$ cat src/hdl/ffba_pkg.sv
// Shared types and constants of the first-fit block allocator.
`default_nettype none

package ffba_pkg;

  // Field widths fixed by the interface.
  localparam int unsigned KIND_W     = 2;
  localparam int unsigned BYTES_W    = 16;
  localparam int unsigned ADDR_W     = 32;
  localparam int unsigned BSIZE_W    = 16;
  localparam int unsigned COUNT_W    = 7;
  localparam int unsigned BLK_W      = 6;
  localparam int unsigned CFG_IDX_W  = 2;
  localparam int unsigned CFG_DATA_W = 32;

  // Internal widths: a run length, a block pointer that may step past the heap end,
  // the byte count of a free run, a block offset in bytes and a block product.
  localparam int unsigned ENTRY_W = 7;
  localparam int unsigned PTR_W   = 8;
  localparam int unsigned ACC_W   = 17;
  localparam int unsigned PACC_W  = 23;
  localparam int unsigned PROD_W  = 24;

  // Operation codes.
  localparam logic [KIND_W-1:0] KIND_ALLOC = 2'd0;
  localparam logic [KIND_W-1:0] KIND_FREE  = 2'd1;
  localparam logic [KIND_W-1:0] KIND_OWNER = 2'd2;

  // Configuration register indexes.
  localparam logic [CFG_IDX_W-1:0] REG_BASE_ADDRESS = 2'd0;
  localparam logic [CFG_IDX_W-1:0] REG_BLOCK_SIZE   = 2'd1;
  localparam logic [CFG_IDX_W-1:0] REG_BLOCK_COUNT  = 2'd2;

  // Reset values of the configuration registers.
  localparam logic [ADDR_W-1:0]  BASE_ADDRESS_RST = 32'd0;
  localparam logic [BSIZE_W-1:0] BLOCK_SIZE_RST   = 16'd16;
  localparam logic [COUNT_W-1:0] BLOCK_COUNT_RST  = 7'd64;

  // One request.
  typedef struct packed {
    logic [KIND_W-1:0]  kind;
    logic [BYTES_W-1:0] request_bytes;
    logic [ADDR_W-1:0]  address;
  } ffba_req_t;

  // One response.
  typedef struct packed {
    logic              status;
    logic [ADDR_W-1:0] granted_address;
    logic [BLK_W-1:0]  start_block;
  } ffba_rsp_t;

endpackage

`default_nettype wire

$ cat src/hdl/ffba_ram.sv
// Generic single-port-write, single-port-read RAM with a registered read.
`default_nettype none

module ffba_ram #(
  parameter int unsigned WIDTH = 8,
  parameter int unsigned DEPTH = 64,
  localparam int unsigned AW = (DEPTH > 1) ? $clog2(DEPTH) : 1
) (
  input  wire logic             clk_i,
  input  wire logic             we_i,
  input  wire logic [AW-1:0]    waddr_i,
  input  wire logic [WIDTH-1:0] wdata_i,
  input  wire logic [AW-1:0]    raddr_i,
  output logic      [WIDTH-1:0] rdata_o
);

  logic [WIDTH-1:0] mem_q [DEPTH];

  // Write port.
  always_ff @(posedge clk_i) begin
    if (we_i) begin
      mem_q[waddr_i] <= wdata_i;
    end
  end

  // Read port, registered.
  always_ff @(posedge clk_i) begin
    rdata_o <= mem_q[raddr_i];
  end

endmodule

`default_nettype wire

$ cat src/hdl/first_fit_block_allocator.sv
// Top level of the first-fit block allocator with its run table and sequencer.
//
// Usage: a heap of equal blocks starts at base_address. Requests arrive on the
// in channel (valid/ready) as allocate, free or ownership test; each request
// gives exactly one response on the out channel (valid/ready). Configuration
// registers are written through the cfg port; the user must write them only
// while no request is in flight, which the block does not enforce. One request
// is worked on at a time. An allocate reads the run table one entry per cycle,
// skipping whole runs, until a fit or the end of the live heap; a free
// compares one block offset per cycle, until a match or the end of the live
// heap; an ownership test multiplies once for the heap size. The response is
// loaded into an output register from the response state, and the next
// request is taken once the sequencer is back in idle. The run-table RAM port
// and the serial block walk set these rates.
// Reset empties the heap at once (per-entry valid flags) and loads the
// default configuration. If the receiver stalls, the response waits in the
// output register; a further request may be taken and worked on, and its
// response waits in the sequencer until the register frees.
`default_nettype none

module first_fit_block_allocator
  import ffba_pkg::*;
#(
  parameter int unsigned MAX_BLOCKS = 64
) (
  input  wire logic                  clk_i,
  input  wire logic                  rst_ni,
  input  wire logic                  in_valid_i,
  output logic                       in_ready_o,
  input  wire ffba_req_t             in_req_i,
  output logic                       out_valid_o,
  input  wire logic                  out_ready_i,
  output ffba_rsp_t                  out_rsp_o,
  input  wire logic                  cfg_we_i,
  input  wire logic [CFG_IDX_W-1:0]  cfg_index_i,
  input  wire logic [CFG_DATA_W-1:0] cfg_data_i
);

  localparam int unsigned AW = (MAX_BLOCKS > 1) ? $clog2(MAX_BLOCKS) : 1;
  localparam logic [PTR_W-1:0] MAX_N = PTR_W'(MAX_BLOCKS);

  localparam logic [2:0] ST_IDLE = 3'd0;
  localparam logic [2:0] ST_SCAN = 3'd1;
  localparam logic [2:0] ST_FREE = 3'd2;
  localparam logic [2:0] ST_MUL  = 3'd3;
  localparam logic [2:0] ST_RESP = 3'd4;

  // Configuration registers.
  logic [ADDR_W-1:0]  base_q;
  logic [BSIZE_W-1:0] bsize_q;
  logic [COUNT_W-1:0] count_q;

  // Sequencer state.
  logic [2:0]         state_q, state_d;
  logic [KIND_W-1:0]  kind_q, kind_d;
  logic [BYTES_W-1:0] bytes_q, bytes_d;
  logic [ADDR_W:0]    off_q, off_d;
  logic [PTR_W-1:0]   ptr_q, ptr_d;
  logic [PTR_W-1:0]   rs_q, rs_d;
  logic [ENTRY_W-1:0] cnt_q, cnt_d;
  logic [ACC_W-1:0]   acc_q, acc_d;
  logic [PACC_W-1:0]  pacc_q, pacc_d;
  logic [PROD_W-1:0]  prod_q, prod_d;
  logic               fail_q, fail_d;

  // Run-table access.
  logic               ram_we;
  logic [AW-1:0]      ram_waddr;
  logic [ENTRY_W-1:0] ram_wdata;
  logic [AW-1:0]      ram_raddr;
  logic [ENTRY_W-1:0] ram_rdata;
  logic [MAX_BLOCKS-1:0] valid_q;
  logic               vld_rd_q;
  logic               free_clr;

  // Output register.
  logic      out_valid_q;
  ffba_rsp_t out_rsp_q, rsp_d;
  logic      rsp_load;

  // Datapath helpers.
  logic [PTR_W-1:0]   live_n;
  logic [ADDR_W:0]    off_new;
  logic [ENTRY_W-1:0] entry_val;
  logic [PTR_W-1:0]   run_start;
  logic [ENTRY_W-1:0] cnt_inc;
  logic [ACC_W-1:0]   acc_sum;
  logic               enough;
  logic [PTR_W-1:0]   ptr_inc;
  logic [PTR_W-1:0]   scan_next;
  logic               free_match;
  logic [PTR_W-1:0]   mul_op;
  logic [PROD_W-1:0]  mul_res;
  logic               owned;

  // Configuration writes.
  always_ff @(posedge clk_i or negedge rst_ni) begin
    if (!rst_ni) begin
      base_q  <= BASE_ADDRESS_RST;
      bsize_q <= BLOCK_SIZE_RST;
      count_q <= BLOCK_COUNT_RST;
    end else if (cfg_we_i) begin
      case (cfg_index_i)
        REG_BASE_ADDRESS: base_q  <= cfg_data_i[ADDR_W-1:0];
        REG_BLOCK_SIZE:   bsize_q <= cfg_data_i[BSIZE_W-1:0];
        REG_BLOCK_COUNT:  count_q <= cfg_data_i[COUNT_W-1:0];
        default: ;
      endcase
    end
  end

  // Blocks in the heap, capped by the table depth.
  assign live_n = (PTR_W'(count_q) > MAX_N) ? MAX_N : PTR_W'(count_q);

  // Byte offset of the request address from the heap base; the top bit flags below-base.
  assign off_new = {1'b0, in_req_i.address} - {1'b0, base_q};

  // Run table storage.
  ffba_ram #(
    .WIDTH (ENTRY_W),
    .DEPTH (MAX_BLOCKS)
  ) u_run_table (
    .clk_i   (clk_i),
    .we_i    (ram_we),
    .waddr_i (ram_waddr),
    .wdata_i (ram_wdata),
    .raddr_i (ram_raddr),
    .rdata_o (ram_rdata)
  );

  // Valid flags make the table read as empty after reset; the flag is read with the RAM.
  always_ff @(posedge clk_i or negedge rst_ni) begin
    if (!rst_ni) begin
      valid_q  <= '0;
      vld_rd_q <= 1'b0;
    end else begin
      vld_rd_q <= valid_q[ram_raddr];
      if (ram_we) begin
        valid_q[ram_waddr] <= 1'b1;
      end
      if (free_clr) begin
        valid_q[ptr_q[AW-1:0]] <= 1'b0;
      end
    end
  end

  // Scan step: a used entry skips its run, a free one extends the current run.
  assign entry_val = vld_rd_q ? ram_rdata : '0;
  assign run_start = (cnt_q == '0) ? ptr_q : rs_q;
  assign cnt_inc   = cnt_q + ENTRY_W'(1);
  assign acc_sum   = acc_q + ACC_W'(bsize_q);
  assign enough    = (acc_sum >= ACC_W'(bytes_q));
  assign ptr_inc   = ptr_q + PTR_W'(1);
  assign scan_next = (entry_val != '0) ? (ptr_q + PTR_W'(entry_val)) : ptr_inc;

  // Free step: the block offset in bytes matches the request offset exactly.
  assign free_match = (ADDR_W'(pacc_q) == off_q[ADDR_W-1:0]);

  // One multiplier: start block times block size, or heap size for the ownership test.
  assign mul_op  = (kind_q == KIND_ALLOC) ? rs_q : live_n;
  assign mul_res = PROD_W'(mul_op) * PROD_W'(bsize_q);

  assign owned = !off_q[ADDR_W] && (off_q[ADDR_W-1:0] < ADDR_W'(prod_q));

  // Sequencer.
  always_comb begin
    state_d   = state_q;
    kind_d    = kind_q;
    bytes_d   = bytes_q;
    off_d     = off_q;
    ptr_d     = ptr_q;
    rs_d      = rs_q;
    cnt_d     = cnt_q;
    acc_d     = acc_q;
    pacc_d    = pacc_q;
    prod_d    = prod_q;
    fail_d    = fail_q;
    ram_we    = 1'b0;
    ram_waddr = run_start[AW-1:0];
    ram_wdata = cnt_inc;
    ram_raddr = ptr_q[AW-1:0];
    free_clr  = 1'b0;

    case (state_q)
      ST_IDLE: begin
        ram_raddr = '0;
        if (in_valid_i) begin
          kind_d  = in_req_i.kind;
          bytes_d = in_req_i.request_bytes;
          off_d   = off_new;
          ptr_d   = '0;
          cnt_d   = '0;
          acc_d   = '0;
          pacc_d  = '0;
          fail_d  = 1'b1;
          case (in_req_i.kind)
            KIND_ALLOC: state_d = (live_n == '0) ? ST_RESP : ST_SCAN;
            KIND_FREE:  state_d = ((live_n == '0) || off_new[ADDR_W]) ? ST_RESP : ST_FREE;
            KIND_OWNER: state_d = ST_MUL;
            default:    state_d = ST_RESP;
          endcase
        end
      end

      ST_SCAN: begin
        if ((entry_val == '0) && enough) begin
          // Fit found: record the run length at its first block.
          ram_we  = 1'b1;
          rs_d    = run_start;
          fail_d  = 1'b0;
          state_d = ST_MUL;
        end else if (scan_next >= live_n) begin
          state_d = ST_RESP;
        end else begin
          ptr_d     = scan_next;
          ram_raddr = scan_next[AW-1:0];
          if (entry_val != '0) begin
            cnt_d = '0;
            acc_d = '0;
          end else begin
            rs_d  = run_start;
            cnt_d = cnt_inc;
            acc_d = acc_sum;
          end
        end
      end

      ST_FREE: begin
        if (free_match) begin
          free_clr = 1'b1;
          fail_d   = 1'b0;
          state_d  = ST_RESP;
        end else if (ptr_inc >= live_n) begin
          state_d = ST_RESP;
        end else begin
          ptr_d  = ptr_inc;
          pacc_d = pacc_q + PACC_W'(bsize_q);
        end
      end

      ST_MUL: begin
        prod_d  = mul_res;
        state_d = ST_RESP;
      end

      ST_RESP: begin
        if (rsp_load) begin
          state_d = ST_IDLE;
        end
      end

      default: state_d = ST_IDLE;
    endcase
  end

  always_ff @(posedge clk_i or negedge rst_ni) begin
    if (!rst_ni) begin
      state_q <= ST_IDLE;
      fail_q  <= 1'b1;
    end else begin
      state_q <= state_d;
      fail_q  <= fail_d;
    end
  end

  always_ff @(posedge clk_i) begin
    kind_q  <= kind_d;
    bytes_q <= bytes_d;
    off_q   <= off_d;
    ptr_q   <= ptr_d;
    rs_q    <= rs_d;
    cnt_q   <= cnt_d;
    acc_q   <= acc_d;
    pacc_q  <= pacc_d;
    prod_q  <= prod_d;
  end

  // Response composition per operation.
  always_comb begin
    rsp_d.status          = 1'b1;
    rsp_d.granted_address = '0;
    rsp_d.start_block     = '0;
    case (kind_q)
      KIND_ALLOC: begin
        rsp_d.status = fail_q;
        if (!fail_q) begin
          rsp_d.granted_address = base_q + ADDR_W'(prod_q);
          rsp_d.start_block     = rs_q[BLK_W-1:0];
        end
      end
      KIND_FREE: begin
        rsp_d.status = fail_q;
        if (!fail_q) begin
          rsp_d.start_block = ptr_q[BLK_W-1:0];
        end
      end
      KIND_OWNER: rsp_d.status = !owned;
      default:    rsp_d.status = 1'b1;
    endcase
  end

  // Output register: loads when empty or being drained.
  assign rsp_load = (state_q == ST_RESP) && (!out_valid_q || out_ready_i);

  always_ff @(posedge clk_i or negedge rst_ni) begin
    if (!rst_ni) begin
      out_valid_q <= 1'b0;
    end else if (rsp_load) begin
      out_valid_q <= 1'b1;
    end else if (out_ready_i) begin
      out_valid_q <= 1'b0;
    end
  end

  always_ff @(posedge clk_i) begin
    if (rsp_load) begin
      out_rsp_q <= rsp_d;
    end
  end

  assign in_ready_o  = (state_q == ST_IDLE);
  assign out_valid_o = out_valid_q;
  assign out_rsp_o   = out_rsp_q;

  // The scan pointer never leaves the live heap.
  assert property (@(posedge clk_i) disable iff (!rst_ni)
    (state_q == ST_SCAN) |-> (ptr_q < live_n))
    else $error("scan pointer beyond heap end");

  // A free walk only starts for an address at or above the base.
  assert property (@(posedge clk_i) disable iff (!rst_ni)
    (state_q == ST_FREE) |-> !off_q[ADDR_W])
    else $error("free walk with address below base");

  // Recorded runs are never empty.
  assert property (@(posedge clk_i) disable iff (!rst_ni)
    ram_we |-> (ram_wdata != '0))
    else $error("zero-length run recorded");

  // A finished response is held while the output register is stalled.
  assert property (@(posedge clk_i) disable iff (!rst_ni)
    ((state_q == ST_RESP) && out_valid_q && !out_ready_i) |=> (state_q == ST_RESP))
    else $error("response dropped under stall");

endmodule

`default_nettype wire
$ cat config.mk
export PLATFORM = sky130hd
export DESIGN_NAME = first_fit_block_allocator
export DESIGN_NICKNAME = d
export VERILOG_FILES = /design/src/hdl/ffba_pkg.sv /design/src/hdl/ffba_ram.sv /design/src/hdl/first_fit_block_allocator.sv
export SDC_FILE = /design/constraint.sdc
export NUM_CORES = 2
export LEC_CHECK = 0
export ABC_AREA = 1
export BUFFER_PORTS_ARGS = -buffer_cell sky130_fd_sc_hd__buf_2
export CAP_MARGIN = 10
export CORE_UTILIZATION = 45
export DETAILED_ROUTE_END_ITERATION = 10
export RECOVER_POWER = 25
export SYNTH_ARGS = -nofsm -noshare
export SYNTH_HDL_FRONTEND = slang
export SYNTH_SLANG_ARGS = --single-unit
$ cat constraint.sdc
create_clock -name clk_i -period 7.5 [get_ports clk_i]
set_input_delay 0 -clock clk_i [delete_from_list [all_inputs] [get_ports clk_i]]
set_output_delay 0 -clock clk_i [all_outputs]
set_load 0.01 [all_outputs]
==> results.cfg <==
[status]
status = finished with violations
violations = max-capacitance violations, max-slew violations

[critical_path]
end_kind = register
cpLargestDelayFamily = adder cells
criticalPathCategory = reg2reg
cp_num_buf_inv = 5
arrival_ns = 7.18
r2r-start = kind_q[0]$_DFFE_PP_
worstPathRequired_ns = 7.90
crit_path_top_delay_cell = fa_1
critical_path.startpoint_type = register
crit_chain = nor2_1 > clkinv_1 > nand3_1 > nand2_1 > inv_1 > buf_4 > nor2_1 > fa_1 > fa_1 > fa_1 > inv_1 > fa_1 > inv_1 > ha_1 > a21oi_1 > nor2_1 > a211oi_1 > o21ai_0 > a21boi_0 > o21ai_0 > a21boi_0 > o21ai_0 > xor2_1
crit_fanout = 10
cpPeakStageDelay_ns = 0.57
path_common_cell = fa_1
crit_start = kind_q[0]$_DFFE_PP_

[cts]
cts.sinks = 757
cts_hold_repair.buffers = 94
cts_tree = built
numCtsBuffers = 84
postCtsSetupRepairBufs = 0
htree_levels = 3
insertion_delay_ns = 0.67
cts.repair.resized = 0
cts_root_buf = clkbuf_16
clkTransAtPathRegs_ns = 0.06
clockBufferDepth = 3

[synthesis]
synth-edff-count = 625
async_flop_share = 0.165
synthesis.nets = 4859
yosysSeqAreaShare = 0.523
ys.flop_type = edfxtp_1
synth_area_per_cell_sq_um = 9.40
synthDistinctLibCells = 61
synth_warnings = 0
synthCells = 4486
synth-seq-cells = 757
syn-cell-area_sq_um = 42200

[final_layout]
diodes = 0
final_util = 0.519
fillerInstances = 8501
drive_above_1_share = 0.0622
register_area_sq_um = 22000
nets = 5062
syn2layout_area_growth_pct = 13.4
multiInputGateArea_sq_um = 16400
fin_area_sq_um = 47800
finalNonFillerCells = 6002

[detailed_routing]
ant_nets = 0
firstDrtPassIters = 5
drt_iter0_drc = 3294
wl_um = 122000
vias = 32300
via_per_inst = 5.37
m1WireLength_um = 55300
wl_met3_um = 10400
wl_per_cell_um = 20.4
wl_met2_um = 53800
routed.top_layer = met4
drc = 0

[sta]
period_minus_slack_ns = 6.78
tns_ns = 0
setup_viol = 0
max_freq_mhz = 147
whs_ns = 0.0554
period_share = 0.904
worstMarginPinSlew_ns = 4.13
relSlewSlack = -1.75
finalHoldViolCount = 0
rsz0062_at_grt = no
finalClockSkew_ns = 0.0442
finalMaxSlewViolations = 344

[placement]
numPortBuffers = 129
dp_hpwl_um = 83000
place_inst = 5750
routabilityCongestion = 0.961
postPlaceCellArea_sq_um = 44200

[pwr]
power_density_nw_per_um2 = 447
irDropWorstVdd_uv = 336
leakagePower_uw = 0.0213

[grt]
grt_pass1_vias = 31000
grt_pass1_wl_um = 188000
grt_overflow_total = 0
track_usage = 0.261
antenna_found_initial = 0
grt_max_degree = 106

[floorplanning]
die_x_um = 308
start_util = 0.457
ios = 130
fp.dieH_um = 308
dieArea_sq_um = 95000
coreArea_sq_um = 92200
rows = 111

[job]
drv_cap = 6

[min_path]
hold_class = in2reg
hold_start = in_req_i[45]
## state kept, by name, summed over array words and instances (netlist names), 2 cells and up
signal,cells
bytes_q,16
u_run_table.mem_q,448
count_q,7
prod_q,24
off_q,33
rs_q,8
out_rsp_o,39
bsize_q,16
acc_q,17
cnt_q,7
ptr_q,8
pacc_q,23
kind_q,2
valid_q,64
state_q,3
u_run_table.rdata_o,7
base_q,32
## logic make-up after synthesis
family	count (synthesis)	share of synthesized area
compound gates	514	0.0727
xor+xnor	94	0.0195
buf+inv	978	0.0912
fa+ha+maj	284	0.100
flops	757	0.523
simple gates	1859	0.194
## report_power, final
group	switching (uW)	total (uW)	internal (uW)	leakage, uW
Combinational	7950	11100	3120	0.0125
Clock	1760	4200	2430	0.00136
Sequential	372	6120	5750	0.00740
Total	10100	21400	11300	0.0213
## through the flow
step	worst slack (ns)	power (uW)
floorplan	1.45	13200
global placement	0.878	17000
CTS	0.782	21300
detailed placement	0.810	17000
global route	0.184	22700
finish	0.719	21400
## cell type report
| class | instances | area share |
|---|---|---|
| sequential | 757 | 0.461 |
| multi-input combinational | 2751 | 0.343 |
| inverter | 827 | 0.0649 |
| clock buffer | 122 | 0.0499 |
| timing repair buffer | 268 | 0.0403 |
| tap | 1243 | 0.0325 |
| clock inverter | 34 | 0.00834 |
## routing by layer
| metal | vias up | GRT usage |
|---|---|---|
| met1 | 15500 | 0.384 |
| met2 | 1249 | 0.394 |
| met5 | - | 0 |
| met3 | 199 | 0.0452 |
| li1 | 15300 | - |
| met4 | 0 | 0.0728 |
## cell usage after synthesis, types with 6 or more instances
cell,count,area (sq um)
nand3_1,612,3060
xor2_1,70,613
nand2_1,768,2880
a2bb2oi_1,64,561
buf_2,48,240
ha_1,195,2440
nand4_1,12,75.1
o21bai_1,9,67.6
buf_1,6,22.5
a21boi_0,11,82.6
xnor2_1,24,210
dfxtp_1,7,140
o21a_1,19,143
fa_1,89,1780
o21ai_0,137,686
o21ai_1,15,75.1
nand3b_1,63,473
o211ai_1,14,105
dfrtp_1,122,3050
nor4_1,13,81.3
inv_2,7,26.3
clkbuf_1,71,267
edfxtp_1,625,18800
nor3_1,25,125
a31oi_1,11,68.8
a21oi_1,199,996
nor2_1,345,1290
buf_4,21,158
inv_1,815,3060
## worst reg2reg max path: stages (launching register included)
cell and delay, ns:
edfxtp_1 0.50, nor2_1 0.47, clkinv_1 0.37, nand3_1 0.17
nand2_1 0.13, inv_1 0.33, buf_4 0.23, nor2_1 0.06
fa_1 0.57, fa_1 0.45, fa_1 0.56, inv_1 0.06
fa_1 0.53, inv_1 0.04, ha_1 0.35, a21oi_1 0.21
nor2_1 0.06, a211oi_1 0.19, o21ai_0 0.19, a21boi_0 0.32
o21ai_0 0.18, a21boi_0 0.28, o21ai_0 0.15, xor2_1 0.15
## worst paths after layout
path,to,slack [ns],depth (start not counted)
max,prod_q[22]$_DFFE_PN_,0.72,23
min,bytes_q[13]$_DFFE_PP_,0.06,2
max reg2reg,prod_q[22]$_DFFE_PN_,0.72,23
min reg2reg,fail_q$_DFFE_PN1P_,0.51,2
max in group asynchronous,valid_q[33]$_DFF_PN0_,2.67,4
min in group asynchronous,fail_q$_DFFE_PN1P_,0.83,3
## cells in the final DEF, fill, tap and decap left out, types with 10 or more instances in the layout
| cell | instances |
|---|---|
| o211ai_1 | 14 |
| a21oi_1 | 199 |
| nand2_1 | 767 |
| nor4_1 | 13 |
| dlygate4sd3_1 | 93 |
| ha_1 | 195 |
| a2bb2oi_1 | 64 |
| nand3_1 | 610 |
| inv_1 | 812 |
| nand4_1 | 12 |
| o21a_1 | 19 |
| nor3_1 | 19 |
| edfxtp_1 | 625 |
| o21ai_1 | 12 |
| clkbuf_16 | 87 |
| xnor2_1 | 24 |
| dfrtp_1 | 122 |
| fa_1 | 89 |
| clkinv_1 | 10 |
| a21boi_0 | 11 |
| nand3b_1 | 63 |
| clkbuf_1 | 79 |
| buf_4 | 30 |
| a31oi_1 | 11 |
| xor2_1 | 69 |
| buf_2 | 84 |
| nor2_1 | 341 |
| o21ai_0 | 137 |
| clkinv_2 | 18 |
No activity file was read; power rests on OpenSTA's default activity.
